**config.mk**
```make
export PLATFORM = sky130hd
export DESIGN_NAME = bounded_array_list_engine_top
export DESIGN_NICKNAME = d
export VERILOG_FILES = /design/src/hdl/bale_pkg.sv /design/src/hdl/bale_cell.sv /design/src/hdl/bale_mod.sv /design/src/hdl/bounded_array_list_engine_top.sv
export VERILOG_INCLUDE_DIRS = /design/src /design/src/hdl
export SDC_FILE = /design/constraint.sdc
export NUM_CORES = 1
export LEC_CHECK = 0
export BUFFER_PORTS_ARGS = -buffer_cell sky130_fd_sc_hd__buf_2
export CAP_MARGIN = 15
export CORE_MARGIN = 10
export CORE_UTILIZATION = 25
export DETAILED_ROUTE_END_ITERATION = 10
export SYNTH_ARGS = -nofsm -noshare
export SYNTH_HDL_FRONTEND = slang
export SYNTH_HIERARCHICAL = 1
export SYNTH_SLANG_ARGS = --single-unit
```
**constraint.sdc**
```tcl
create_clock -name clk -period 4.7 [get_ports clk]
set_input_delay 0.94 -clock clk [delete_from_list [all_inputs] [get_ports clk]]
set_output_delay 0.94 -clock clk [all_outputs]
set_load 0.005 [all_outputs]
```
**src/hdl/bounded_array_list_engine_top_macros.svh**
```systemverilog
// assertion macros for the bounded array list engine
`ifndef BOUNDED_ARRAY_LIST_ENGINE_TOP_MACROS_SVH
`define BOUNDED_ARRAY_LIST_ENGINE_TOP_MACROS_SVH
`ifndef NO_ASSERTIONS
// checked outside reset
`define BALE_ASSERT(lbl, prop, msg) \
  lbl: assert property (@(posedge clk) disable iff (rst) prop) else $error(msg);
// checked on every edge, reset included
`define BALE_ASSERT_ALWAYS(lbl, prop, msg) \
  lbl: assert property (@(posedge clk) prop) else $error(msg);
`else
`define BALE_ASSERT(lbl, prop, msg)
`define BALE_ASSERT_ALWAYS(lbl, prop, msg)
`endif
`endif

```
**src/hdl/bale_pkg.sv**
```systemverilog
// shared types and constants of the bounded array list engine
package bale_pkg;

  localparam int CAPACITY = 8;
  localparam int IDX_W    = $clog2(CAPACITY);
  localparam int CNT_W    = $clog2(CAPACITY + 1);

  localparam int FUNC_W  = 4;
  localparam int WORD_W  = 32;
  localparam int POS_W   = 4;
  localparam int AMT_W   = 8;
  localparam int STEP_W  = $clog2(AMT_W);
  localparam int STAT_W  = 3;
  localparam int INDEX_W = 3;
  localparam int COUNT_W = 4;
  localparam int CMP_W   = (CNT_W > POS_W) ? CNT_W : POS_W;

  // request codes
  localparam logic [FUNC_W-1:0] FN_INS_END   = 4'd0;
  localparam logic [FUNC_W-1:0] FN_INS_FRONT = 4'd1;
  localparam logic [FUNC_W-1:0] FN_INS_POS   = 4'd2;
  localparam logic [FUNC_W-1:0] FN_DEL_END   = 4'd3;
  localparam logic [FUNC_W-1:0] FN_DEL_FRONT = 4'd4;
  localparam logic [FUNC_W-1:0] FN_DEL_POS   = 4'd5;
  localparam logic [FUNC_W-1:0] FN_SEARCH    = 4'd6;
  localparam logic [FUNC_W-1:0] FN_ROTATE    = 4'd7;
  localparam logic [FUNC_W-1:0] FN_LIST      = 4'd8;

  // result status codes
  localparam logic [STAT_W-1:0] STAT_OK       = 3'd0;
  localparam logic [STAT_W-1:0] STAT_FULL     = 3'd1;
  localparam logic [STAT_W-1:0] STAT_EMPTY    = 3'd2;
  localparam logic [STAT_W-1:0] STAT_BADPOS   = 3'd3;
  localparam logic [STAT_W-1:0] STAT_NOTFOUND = 3'd4;

  // cell operations
  localparam int CELL_OP_W = 2;
  localparam logic [CELL_OP_W-1:0] CELL_HOLD  = 2'd0;
  localparam logic [CELL_OP_W-1:0] CELL_LOAD  = 2'd1;
  localparam logic [CELL_OP_W-1:0] CELL_LOWER = 2'd2;
  localparam logic [CELL_OP_W-1:0] CELL_UPPER = 2'd3;

  typedef struct packed {
    logic [CELL_OP_W-1:0] op;
    logic                 probe;
  } bale_cell_ctl_t;

  typedef struct packed {
    logic        [FUNC_W-1:0] func;
    logic signed [WORD_W-1:0] value;
    logic        [POS_W-1:0]  position;
    logic        [AMT_W-1:0]  amount;
  } bale_req_t;

  typedef struct packed {
    logic        [STAT_W-1:0]  status;
    logic signed [WORD_W-1:0]  word;
    logic        [INDEX_W-1:0] index;
    logic        [COUNT_W-1:0] count;
    logic                      last;
  } bale_rsp_t;

endpackage

```
**src/hdl/bale_cell.sv**
```systemverilog
// one list slot: holds a word, takes it from a neighbor, and compares it to a key
module bale_cell (
  input  logic                          clk,
  input  bale_pkg::bale_cell_ctl_t      ctl,
  input  logic signed [bale_pkg::WORD_W-1:0] value,
  input  logic signed [bale_pkg::WORD_W-1:0] lower,
  input  logic signed [bale_pkg::WORD_W-1:0] upper,
  output logic signed [bale_pkg::WORD_W-1:0] data,
  output logic                          hit
);
  import bale_pkg::*;

  always_ff @(posedge clk) begin
    case (ctl.op)
      CELL_LOAD:  data <= value;
      CELL_LOWER: data <= lower;
      CELL_UPPER: data <= upper;
      default:    data <= data;
    endcase
    if (ctl.probe) begin
      hit <= (data == value);
    end
  end

endmodule

```
**src/hdl/bale_mod.sv**
```systemverilog
// bit-serial remainder of the rotate amount by the entry count
module bale_mod (
  input  logic                          clk,
  input  logic                          rst,
  input  logic                          start,
  input  logic [bale_pkg::AMT_W-1:0]    amount,
  input  logic [bale_pkg::CNT_W-1:0]    divisor,
  output logic                          busy,
  output logic [bale_pkg::IDX_W-1:0]    rem
);
  import bale_pkg::*;

  logic [STEP_W-1:0] step;
  logic [AMT_W-1:0]  sh;
  logic [CNT_W-1:0]  r;
  logic [CNT_W-1:0]  d;
  logic [CNT_W:0]    trial;

  // shift in one amount bit, subtract the divisor if it fits
  assign trial = {r, sh[AMT_W-1]};
  assign rem   = IDX_W'(r);

  always_ff @(posedge clk) begin
    if (rst) begin
      busy <= 1'b0;
    end else if (start) begin
      busy <= 1'b1;
    end else if (busy && (step == STEP_W'(AMT_W - 1))) begin
      busy <= 1'b0;
    end
  end

  always_ff @(posedge clk) begin
    if (start) begin
      step <= '0;
      sh   <= amount;
      r    <= '0;
      d    <= divisor;
    end else if (busy) begin
      step <= step + STEP_W'(1);
      sh   <= sh << 1;
      if (trial >= {1'b0, d}) begin
        r <= CNT_W'(trial - {1'b0, d});
      end else begin
        r <= trial[CNT_W-1:0];
      end
    end
  end

endmodule

```
**src/hdl/bounded_array_list_engine_top.sv**
```systemverilog
// bounded array list engine: top level with cell row, sequencer and result register
//
// Keeps an ordered list of up to CAPACITY (8) signed 32-bit words in a row of
// cells, one word per cell, each cell loading from the request or from its
// lower or upper neighbor. Inserts, deletes, full/empty/bad position results
// and unknown codes finish straight from idle: the whole row shifts in parallel.
// A search probes every cell at once, then steps over the hit flags one index
// a cycle while the output is not stalled, and gives the index of the first
// match, or not found on a miss. A rotate first runs a bit-serial remainder
// of the amount by the count, then moves the row right by one slot per cycle.
// A list gives one item per cycle while the output is not stalled, count
// items in all, the final one marked last. One request is worked on at a
// time; the request side stalls while a request is in progress or while a
// result waits on a stalled output. Results leave through a single output
// register.
module bounded_array_list_engine_top (
  input  logic                clk,
  input  logic                rst,
  input  logic                req_valid,
  output logic                req_stall,
  input  bale_pkg::bale_req_t req_item,
  output logic                rsp_valid,
  input  logic                rsp_stall,
  output bale_pkg::bale_rsp_t rsp_item
);
  import bale_pkg::*;

`include "bounded_array_list_engine_top_macros.svh"

  // sequencer states
  localparam logic [2:0] S_IDLE   = 3'd0;
  localparam logic [2:0] S_SCAN   = 3'd1;
  localparam logic [2:0] S_MOD    = 3'd2;
  localparam logic [2:0] S_ROT    = 3'd3;
  localparam logic [2:0] S_LIST   = 3'd4;

  logic [2:0]        state, state_next;
  logic [CNT_W-1:0]  cnt, cnt_next;
  logic [IDX_W-1:0]  idx, idx_next;
  logic [IDX_W-1:0]  rot_left, rot_left_next;

  logic              free;
  logic              accept;
  logic              load;
  bale_rsp_t         res;

  logic signed [WORD_W-1:0] words [CAPACITY];
  logic [CAPACITY-1:0]      hits;
  bale_cell_ctl_t           ctl [CAPACITY];
  logic signed [WORD_W-1:0] tail_word;

  logic              mod_start;
  logic              mod_busy;
  logic [IDX_W-1:0]  mod_rem;

  // request decode
  logic              full;
  logic              ins_ok, del_ok;
  logic              do_ins, do_del, do_probe, do_rot;
  logic [CNT_W-1:0]  ins_pos, del_pos;
  logic [CMP_W-1:0]  pos_c, cnt_c;
  logic [CNT_W-1:0]  cnt_m1;

  // output register frees up when empty or being taken this cycle
  assign free      = !rsp_valid || !rsp_stall;
  assign req_stall = (state != S_IDLE) || !free;
  assign accept    = req_valid && !req_stall;

  assign cnt_m1    = cnt - CNT_W'(1);
  assign tail_word = words[cnt_m1[IDX_W-1:0]];
  assign full      = (cnt >= CNT_W'(CAPACITY));
  assign pos_c     = CMP_W'(req_item.position);
  assign cnt_c     = CMP_W'(cnt);

  always_comb begin
    ins_pos = cnt;
    if (req_item.func == FN_INS_FRONT) begin
      ins_pos = '0;
    end else if (req_item.func == FN_INS_POS) begin
      ins_pos = CNT_W'(req_item.position);
    end
    del_pos = cnt_m1;
    if (req_item.func == FN_DEL_FRONT) begin
      del_pos = '0;
    end else if (req_item.func == FN_DEL_POS) begin
      del_pos = CNT_W'(req_item.position);
    end
  end

  assign ins_ok = !full && ((req_item.func != FN_INS_POS) || (pos_c <= cnt_c));
  assign del_ok = (cnt != '0) && ((req_item.func != FN_DEL_POS) || (pos_c < cnt_c));

  assign do_ins   = accept && (req_item.func inside {FN_INS_END, FN_INS_FRONT, FN_INS_POS})
                    && ins_ok;
  assign do_del   = accept && (req_item.func inside {FN_DEL_END, FN_DEL_FRONT, FN_DEL_POS})
                    && del_ok;
  assign do_probe = accept && (req_item.func == FN_SEARCH) && (cnt != '0);
  assign do_rot   = (state == S_ROT) && (rot_left != '0);

  // per-cell control: insert shifts up, delete shifts down, rotate wraps the tail
  always_comb begin
    for (int i = 0; i < CAPACITY; i++) begin
      ctl[i].op    = CELL_HOLD;
      ctl[i].probe = do_probe;
      if (do_ins) begin
        if (CNT_W'(i) == ins_pos) begin
          ctl[i].op = CELL_LOAD;
        end else if ((CNT_W'(i) > ins_pos) && (CNT_W'(i) <= cnt)) begin
          ctl[i].op = CELL_LOWER;
        end
      end else if (do_del) begin
        if ((CNT_W'(i) >= del_pos) && (CNT_W'(i) < cnt_m1)) begin
          ctl[i].op = CELL_UPPER;
        end
      end else if (do_rot) begin
        if (CNT_W'(i) < cnt) begin
          ctl[i].op = CELL_LOWER;
        end
      end
    end
  end

  // row of cells
  for (genvar g = 0; g < CAPACITY; g++) begin : g_cell
    logic signed [WORD_W-1:0] lower_w, upper_w;
    if (g == 0) begin : g_head
      assign lower_w = tail_word;
    end else begin : g_mid
      assign lower_w = words[g-1];
    end
    if (g == CAPACITY - 1) begin : g_end
      assign upper_w = words[g];
    end else begin : g_body
      assign upper_w = words[g+1];
    end
    bale_cell u_cell (
      .clk   (clk),
      .ctl   (ctl[g]),
      .value (req_item.value),
      .lower (lower_w),
      .upper (upper_w),
      .data  (words[g]),
      .hit   (hits[g])
    );
  end

  bale_mod u_mod (
    .clk     (clk),
    .rst     (rst),
    .start   (mod_start),
    .amount  (req_item.amount),
    .divisor (cnt),
    .busy    (mod_busy),
    .rem     (mod_rem)
  );

  // sequencer and result formation
  always_comb begin
    state_next    = state;
    cnt_next      = cnt;
    idx_next      = idx;
    rot_left_next = rot_left;
    load          = 1'b0;
    mod_start     = 1'b0;
    res           = '0;
    res.status    = STAT_OK;
    res.last      = 1'b1;
    case (state)
      S_IDLE: begin
        if (accept) begin
          load = 1'b1;
          case (req_item.func) inside
            FN_INS_END, FN_INS_FRONT, FN_INS_POS: begin
              if (full) begin
                res.status = STAT_FULL;
              end else if (!ins_ok) begin
                res.status = STAT_BADPOS;
              end else begin
                cnt_next = cnt + CNT_W'(1);
              end
            end
            FN_DEL_END, FN_DEL_FRONT, FN_DEL_POS: begin
              if (cnt == '0) begin
                res.status = STAT_EMPTY;
              end else if (!del_ok) begin
                res.status = STAT_BADPOS;
              end else begin
                res.word = words[del_pos[IDX_W-1:0]];
                cnt_next = cnt_m1;
              end
            end
            FN_SEARCH, FN_ROTATE, FN_LIST: begin
              if (cnt == '0) begin
                res.status = STAT_EMPTY;
              end else begin
                load     = 1'b0;
                idx_next = '0;
                if (req_item.func == FN_SEARCH) begin
                  state_next = S_SCAN;
                end else if (req_item.func == FN_ROTATE) begin
                  mod_start  = 1'b1;
                  state_next = S_MOD;
                end else begin
                  state_next = S_LIST;
                end
              end
            end
            default: begin
              // unknown code: plain ok, list untouched
            end
          endcase
        end
      end
      S_SCAN: begin
        if (free) begin
          if (hits[idx]) begin
            load       = 1'b1;
            res.index  = INDEX_W'(idx);
            state_next = S_IDLE;
          end else if (CNT_W'(idx) == cnt_m1) begin
            load       = 1'b1;
            res.status = STAT_NOTFOUND;
            state_next = S_IDLE;
          end else begin
            idx_next = idx + IDX_W'(1);
          end
        end
      end
      S_MOD: begin
        if (!mod_busy) begin
          rot_left_next = mod_rem;
          state_next    = S_ROT;
        end
      end
      S_ROT: begin
        if (rot_left != '0) begin
          rot_left_next = rot_left - IDX_W'(1);
        end else if (free) begin
          load       = 1'b1;
          state_next = S_IDLE;
        end
      end
      S_LIST: begin
        if (free) begin
          load      = 1'b1;
          res.word  = words[idx];
          res.index = INDEX_W'(idx);
          res.last  = (CNT_W'(idx) == cnt_m1);
          if (res.last) begin
            state_next = S_IDLE;
          end else begin
            idx_next = idx + IDX_W'(1);
          end
        end
      end
      default: begin
        state_next = S_IDLE;
      end
    endcase
    res.count = COUNT_W'(cnt_next);
  end

  always_ff @(posedge clk) begin
    if (rst) begin
      state     <= S_IDLE;
      cnt       <= '0;
      rsp_valid <= 1'b0;
    end else begin
      state <= state_next;
      cnt   <= cnt_next;
      if (load) begin
        rsp_valid <= 1'b1;
      end else if (!rsp_stall) begin
        rsp_valid <= 1'b0;
      end
    end
  end

  always_ff @(posedge clk) begin
    idx      <= idx_next;
    rot_left <= rot_left_next;
    if (load) begin
      rsp_item <= res;
    end
  end

  // entry count stays within capacity
  `BALE_ASSERT(a_cnt_range, cnt <= CNT_W'(CAPACITY), "entry count above capacity")
  // only a list gives results without the last mark
  `BALE_ASSERT(a_not_last_list, (rsp_valid && !rsp_item.last) |-> (state == S_LIST),
               "unmarked result outside a list")
  // an accepted item either has its result waiting or keeps the sequencer busy
  `BALE_ASSERT(a_accept_progress, accept |=> (rsp_valid || (state != S_IDLE)),
               "accepted item left no trace")
  // the rotation step count is a remainder of the count
  `BALE_ASSERT(a_rot_bound, (state == S_ROT) |-> (CNT_W'(rot_left) < cnt),
               "rotation steps not below count")
  // reset leaves no result and an idle sequencer
  `BALE_ASSERT_ALWAYS(a_reset_clear, rst |=> (!rsp_valid && (state == S_IDLE)),
                      "state not cleared by reset")

endmodule
```
== After elaboration in Yosys (flattened, before gate mapping) ==
Index checks and enable logic that the tools add are counted.

* Register bits: 341
* Logic and storage cells: 382

* Equality and inequality tests: 67
* Bitwise operators: 3
* Mux-type cells: 163
* Magnitude comparators: 48
* Add/sub/neg operators: 6
* Reductions and logical operators: 64

{| class="wikitable"
|+ Operators with widths
! operator !! number
|-
| $pmux 32 s3 || 7
|-
| $mux 32 || 10
|-
| $bmux 32 s3 || 3
|-
| $eq 32x32->1 || 8
|-
| $pmux 32 s2 || 2
|-
| $mux 2 || 61
|-
| $mux 3 || 33
|-
| $mux 35 || 2
|-
| $mux 4 || 13
|-
| $reduce_bool 3->1 || 12
|-
| $lt 3x4->1 const A || 8
|-
| $eq 2x2->1 const B || 15
|-
| $logic_and 1x1->1 || 27
|-
| $mux 1 || 23
|-
| $ne 2x2->1 const B || 10
|-
| $pmux 3 s2 || 3
|-
| $eq 2x1->1 const B || 8
|-
| $eq 3x4->1 const A || 4
|-
| $eq 4x3->1 const B || 4
|-
| $ge 3x4->1 const A || 4
|-
| $ge 4x4->1 const B || 4
|-
| $gt 3x4->1 const A || 4
|-
| $le 3x4->1 const A || 4
|-
| $lt 1x4->1 const A || 4
|-
| 45 further kinds || 78
|}

== Depth between registers and ports, before layout ==
* Depth after elaboration: 13
* Gate-level depth with buffers: 15

== By module ==
Netlist, hierarchy kept.

{| class="wikitable"
|+ Modules (own cells, without submodules)
! module !! instances !! area each (sq um) !! seq. area each (sq um) !! cells each
|-
| bale_cell || 8 || 2016.9 || 991.0 || 184
|-
| bounded_array_list_engine_top || 1 || 9340.2 || 1631.6 || 1004
|-
| bale_mod || 1 || 1086.0 || 520.5 || 92
|}

== Least setup slack after synthesis ==
No wires, ideal clock.

* Path type: input -> register
* Start: in req_item[9] (netlist name)
* End: reg g_cell[1].u_cell/data[0] (netlist name), enable pin
* Setup time: 0.375 ns
* Arrival: 3.644 ns
* Path slack: 0.681 ns
* Buffers on the path: 2
* Cell stages on the path: 10
* Cell sequence: ha_1 -> nor2b_1 -> o211ai_1 -> a21oi_1 -> or4_1 -> buf_2 -> or4_1 -> nand3_1 -> buf_2 -> or2_2

{| class="wikitable"
|+ RTL lines
! element !! RTL line !! source
|-
| from (decl) || bounded_array_list_engine_top.sv:21 || <nowiki>input bale_pkg::bale_req_t req_item,</nowiki>
|-
| to (signal assigned) || bale_cell.sv:15 || <nowiki>CELL_LOAD: data <= value;</nowiki>
|-
| to (signal assigned) || bale_cell.sv:16 || <nowiki>CELL_LOWER: data <= lower;</nowiki>
|-
| to (signal assigned) || bale_cell.sv:17 || <nowiki>CELL_UPPER: data <= upper;</nowiki>
|-
| to (decl) || bale_cell.sv:8 || <nowiki>output logic signed [bale_pkg::WORD_W-1:0] data,</nowiki>
|}

==> impl_results.md <==
* Final hold vios at 0
* GR Layer Usage met3 at 0.0355
* Crit path capture: g_cell[0].u_cell/data[18]
* Most frequent cells in the layout: edfxtp_1 (325), mux2i_1 (323), nor2_1 (299)
* WP data arrival at a little over 4 ns
* GR Util met2 at 0.242
* Crit Path Max Fanout at 18
* Synth Area in XOR/XNOR at 0.0880
* Final GP Congestion at around 0.9
* Clk_lat worst skew at 0.60 ns
* FMAX at 267 MHz
* Num rows at 119
* Largest family of logic cells by synthesized area: multiplexers
* Net count after synthesis at 2638
* DR WL/cell at around 24 µm
* Setup bufs post-CTS at 0
* Yosys reg bits at 341
* PwrDens at between 300 and 400 nW/µm²
* Worst slew pin tran at between 1 and 1.5 ns
* CTS Sinks at 341
* IO Pins at 97
* First-pass GRT wire length at 144000 µm
* Synth warn at 6
* RSZ-0062 raised after global routing: no
* Critical path launch point: cnt[3]
* HPWL after detailed placement at approximately 65000 µm
* Ys flop type: edfxtp_1
* Vias per cell at 5.43
* Cells after Synth at 2568
* Hold Crit Class: reg -> reg
* Share of cells above drive strength 1 at 0.174
* Worst Skew at slightly below 0.03 ns
* CP startpoint kind: flop
* Busiest grt layer: met2
* Total track usage at 0.157
* Final Setup Violations at 0
* Fin. max-slew vios at 0
* Post-CTS Resized at 0
* Crit end category: flop
* Most common cell after layout, fill and taps aside: edfxtp_1
* Multiplexer share of the synthesized area at 0.250
* R2r setup slk at 0.95 ns
* Placeable Area at about 110000 µm²
* Final net count at roughly 2700
* Sequential fraction of the synthesis area at 0.379
* # fillers at ~11000
* Synthesized cell area at 26600 µm²
* FF-to-FF Start: cnt[3]
* Distinct cell type count after synthesis at between 70 and 80
* Die Footprint at between 100000 and 150000 µm²
* Leakage power at just under 10 nW
* Worst EP required at 5.02 ns
* Compound-gate portion of the synthesized area at 0.0939
* Largest net degree at the start of global routing at 100
* R2R cell count at 12
* Post-synth EDFFs at between 300 and 400
* Clk buf depth at 3
* Die Height at between 300 and 400 µm
* Final period utilization at 0.797
* Detail Route Antenna Nets at 0
* Residual DRC at 0
* Status: finished clean
* Synth async-reset ratio at 0
* H-tree Lvls at 2
* Vias in the first global route at roughly 21000
* Reg clk slew, reported paths at around 0.06 ns
* Starting density of the core at 0.252
* Pwr Total at around 0.012 W
* Initial antenna violation count at 17
* Max rail drop VDD at between 0.2 and 0.3 mV
* Grt ovf at 0
* Synth Area in Simple Gates at 0.137
* Vias at around 22000
* Initial DRC Count at 2539
* Die W at 346 µm
* Avg Cell Area, Syn at about 10 µm²
* Crit Path Category: reg -> reg
* Post-route minimum period at between 3 and 4 ns
* Reg-to-reg endpoint: g_cell[0].u_cell/data[18]
* Root Driver: clkbuf_16
* Setup TNS Final at 0 ns
* Max_cap viols at 0
* Clock tree from TritonCTS: done
* Post-Synth Adder-Cell Area at 0.00914
* 1st-pass router iterations at 5
* CTS buffer count at 43
* Met1 usage at 0.210
* CTS Hold Bufs at 0
* Area delta synth->final at 13.7%
* Max_slew headroom at 0.306
* Post-Route WL at 98400 µm
* Port bufs at 96
## synth_stat cells, types with 3 or more instances
cell type    n  share of area
inv_1       16         0.0023
xnor2_1      7         0.0023
o21ai_1      8         0.0015
or3_1        4        0.00094
ha_1        17         0.0080
xor2_1     260          0.086
mux2i_1    324           0.12
a32oi_1     32          0.011
a211o_1      4         0.0013
o31ai_1      6         0.0017
and3_1       4        0.00094
buf_1       13         0.0018
edfxtp_1   325           0.37
or2_2       10         0.0024
dfxtp_1     16          0.012
o211ai_1     4         0.0011
a21oi_1    279          0.053
nand2_1    232          0.033
nor2_1     299          0.042
and2_1       6         0.0014
a31oi_1      7         0.0016
nand2b_1    11         0.0026
a311oi_1     4         0.0013
nand3b_1     3        0.00085
nor4_1      64          0.015
clkbuf_1    79          0.011
nand4_1     53          0.012
buf_6       28          0.012
o21ai_0     52         0.0098
mux2_2      41          0.017
nand4b_1     3        0.00099
buf_4       15         0.0042
buf_2       59          0.011
nand3_1     80          0.015
nor3_1       8         0.0015
mux4_2     130           0.11
nor2b_1     10         0.0024
o22ai_1      4        0.00094
a21o_1       3        0.00085
## worst min-delay path by stage
stage          slack [ns]       start  cells past startpoint         end
2_1_floorplan        0.40      cnt[3]                      0  u_mod/d[3]
3_3_place_gp         0.45  u_mod/r[3]                      1  u_mod/r[3]
3_5_place_dp         0.45  u_mod/r[3]                      1  u_mod/r[3]
4_1_cts              0.47  u_mod/r[3]                      1  u_mod/r[3]
5_1_grt              0.51  u_mod/r[3]                      1  u_mod/r[3]
6_report             0.48  u_mod/r[3]                      1  u_mod/r[3]
## kinds of logic after synthesis
family          Yosys count
xor+xnor                267
fa+ha+maj                19
buf+inv                 210
simple gates            803
flops                   341
compound gates          433
mux                     495
## critical path, cell delays in order, from the launching register on
cell and delay, ns:
dfxtp_1 0.30, buf_4 0.23, inv_1 0.19, ha_1 0.34
a21oi_1 0.23, a21oi_1 0.15, or4_1 0.76, buf_4 0.25
o31ai_4 0.21, buf_12 0.24, buf_12 0.23, mux2i_1 0.22
a21oi_1 0.09
## per-stage QoR
stage	area [µm²]	setup slack [ns]	hold WS, ns	util	std cells
floorplan	26600	0.681	0.403	-	2568
global placement	28900	0.509	0.454	0.274	3948
detailed placement	28900	0.412	0.453	0.274	3948
CTS	30200	1.01	0.474	0.286	4025
global route	30200	0.720	0.514	0.286	4030
finish	30200	0.953	0.477	0.287	4031
## layout make-up
class	count	area, µm²	area share
multi-input combinational	2017	15600	0.517
sequential	341	10100	0.334
tap	1391	1740	0.0576
timing repair buffer	184	1370	0.0455
clock buffer	52	1120	0.0371
clock inverter	25	189	0.00626
inverter	16	60.1	0.00199
antenna	5	12.5	0.000414
## layer usage
metal | share of wire | vias up
li1 | - | 9692
met1 | 0.41 | 10743
met2 | 0.45 | 1224
met3 | 0.099 | 227
met4 | 0.042 | 12
met5 | 0.00075 | -
## state kept, by name, summed over array words and instances, names as in the netlist
| name | count |
|---|---|
| state | 3 |
| rsp_valid | 1 |
| g_cell.u_cell/data | 256 |
| u_mod/r | 4 |
| u_mod/busy | 1 |
| u_mod/d | 4 |
| rot_left | 3 |
| cnt | 4 |
| u_mod/step | 3 |
| g_cell.u_cell/hit | 8 |
| rsp_item | 43 |
| idx | 3 |
| u_mod/sh | 8 |
## power breakdown
group	switching (W)	leakage [nW]	total, W	internal, W
clock	0.00141	0.629	0.00322	0.00180
combinational	0.00284	6.05	0.00471	0.00187
sequential	0.000269	3.13	0.00402	0.00375
total	0.00452	9.81	0.0119	0.00742
Power figures use the tool's default switching activity.
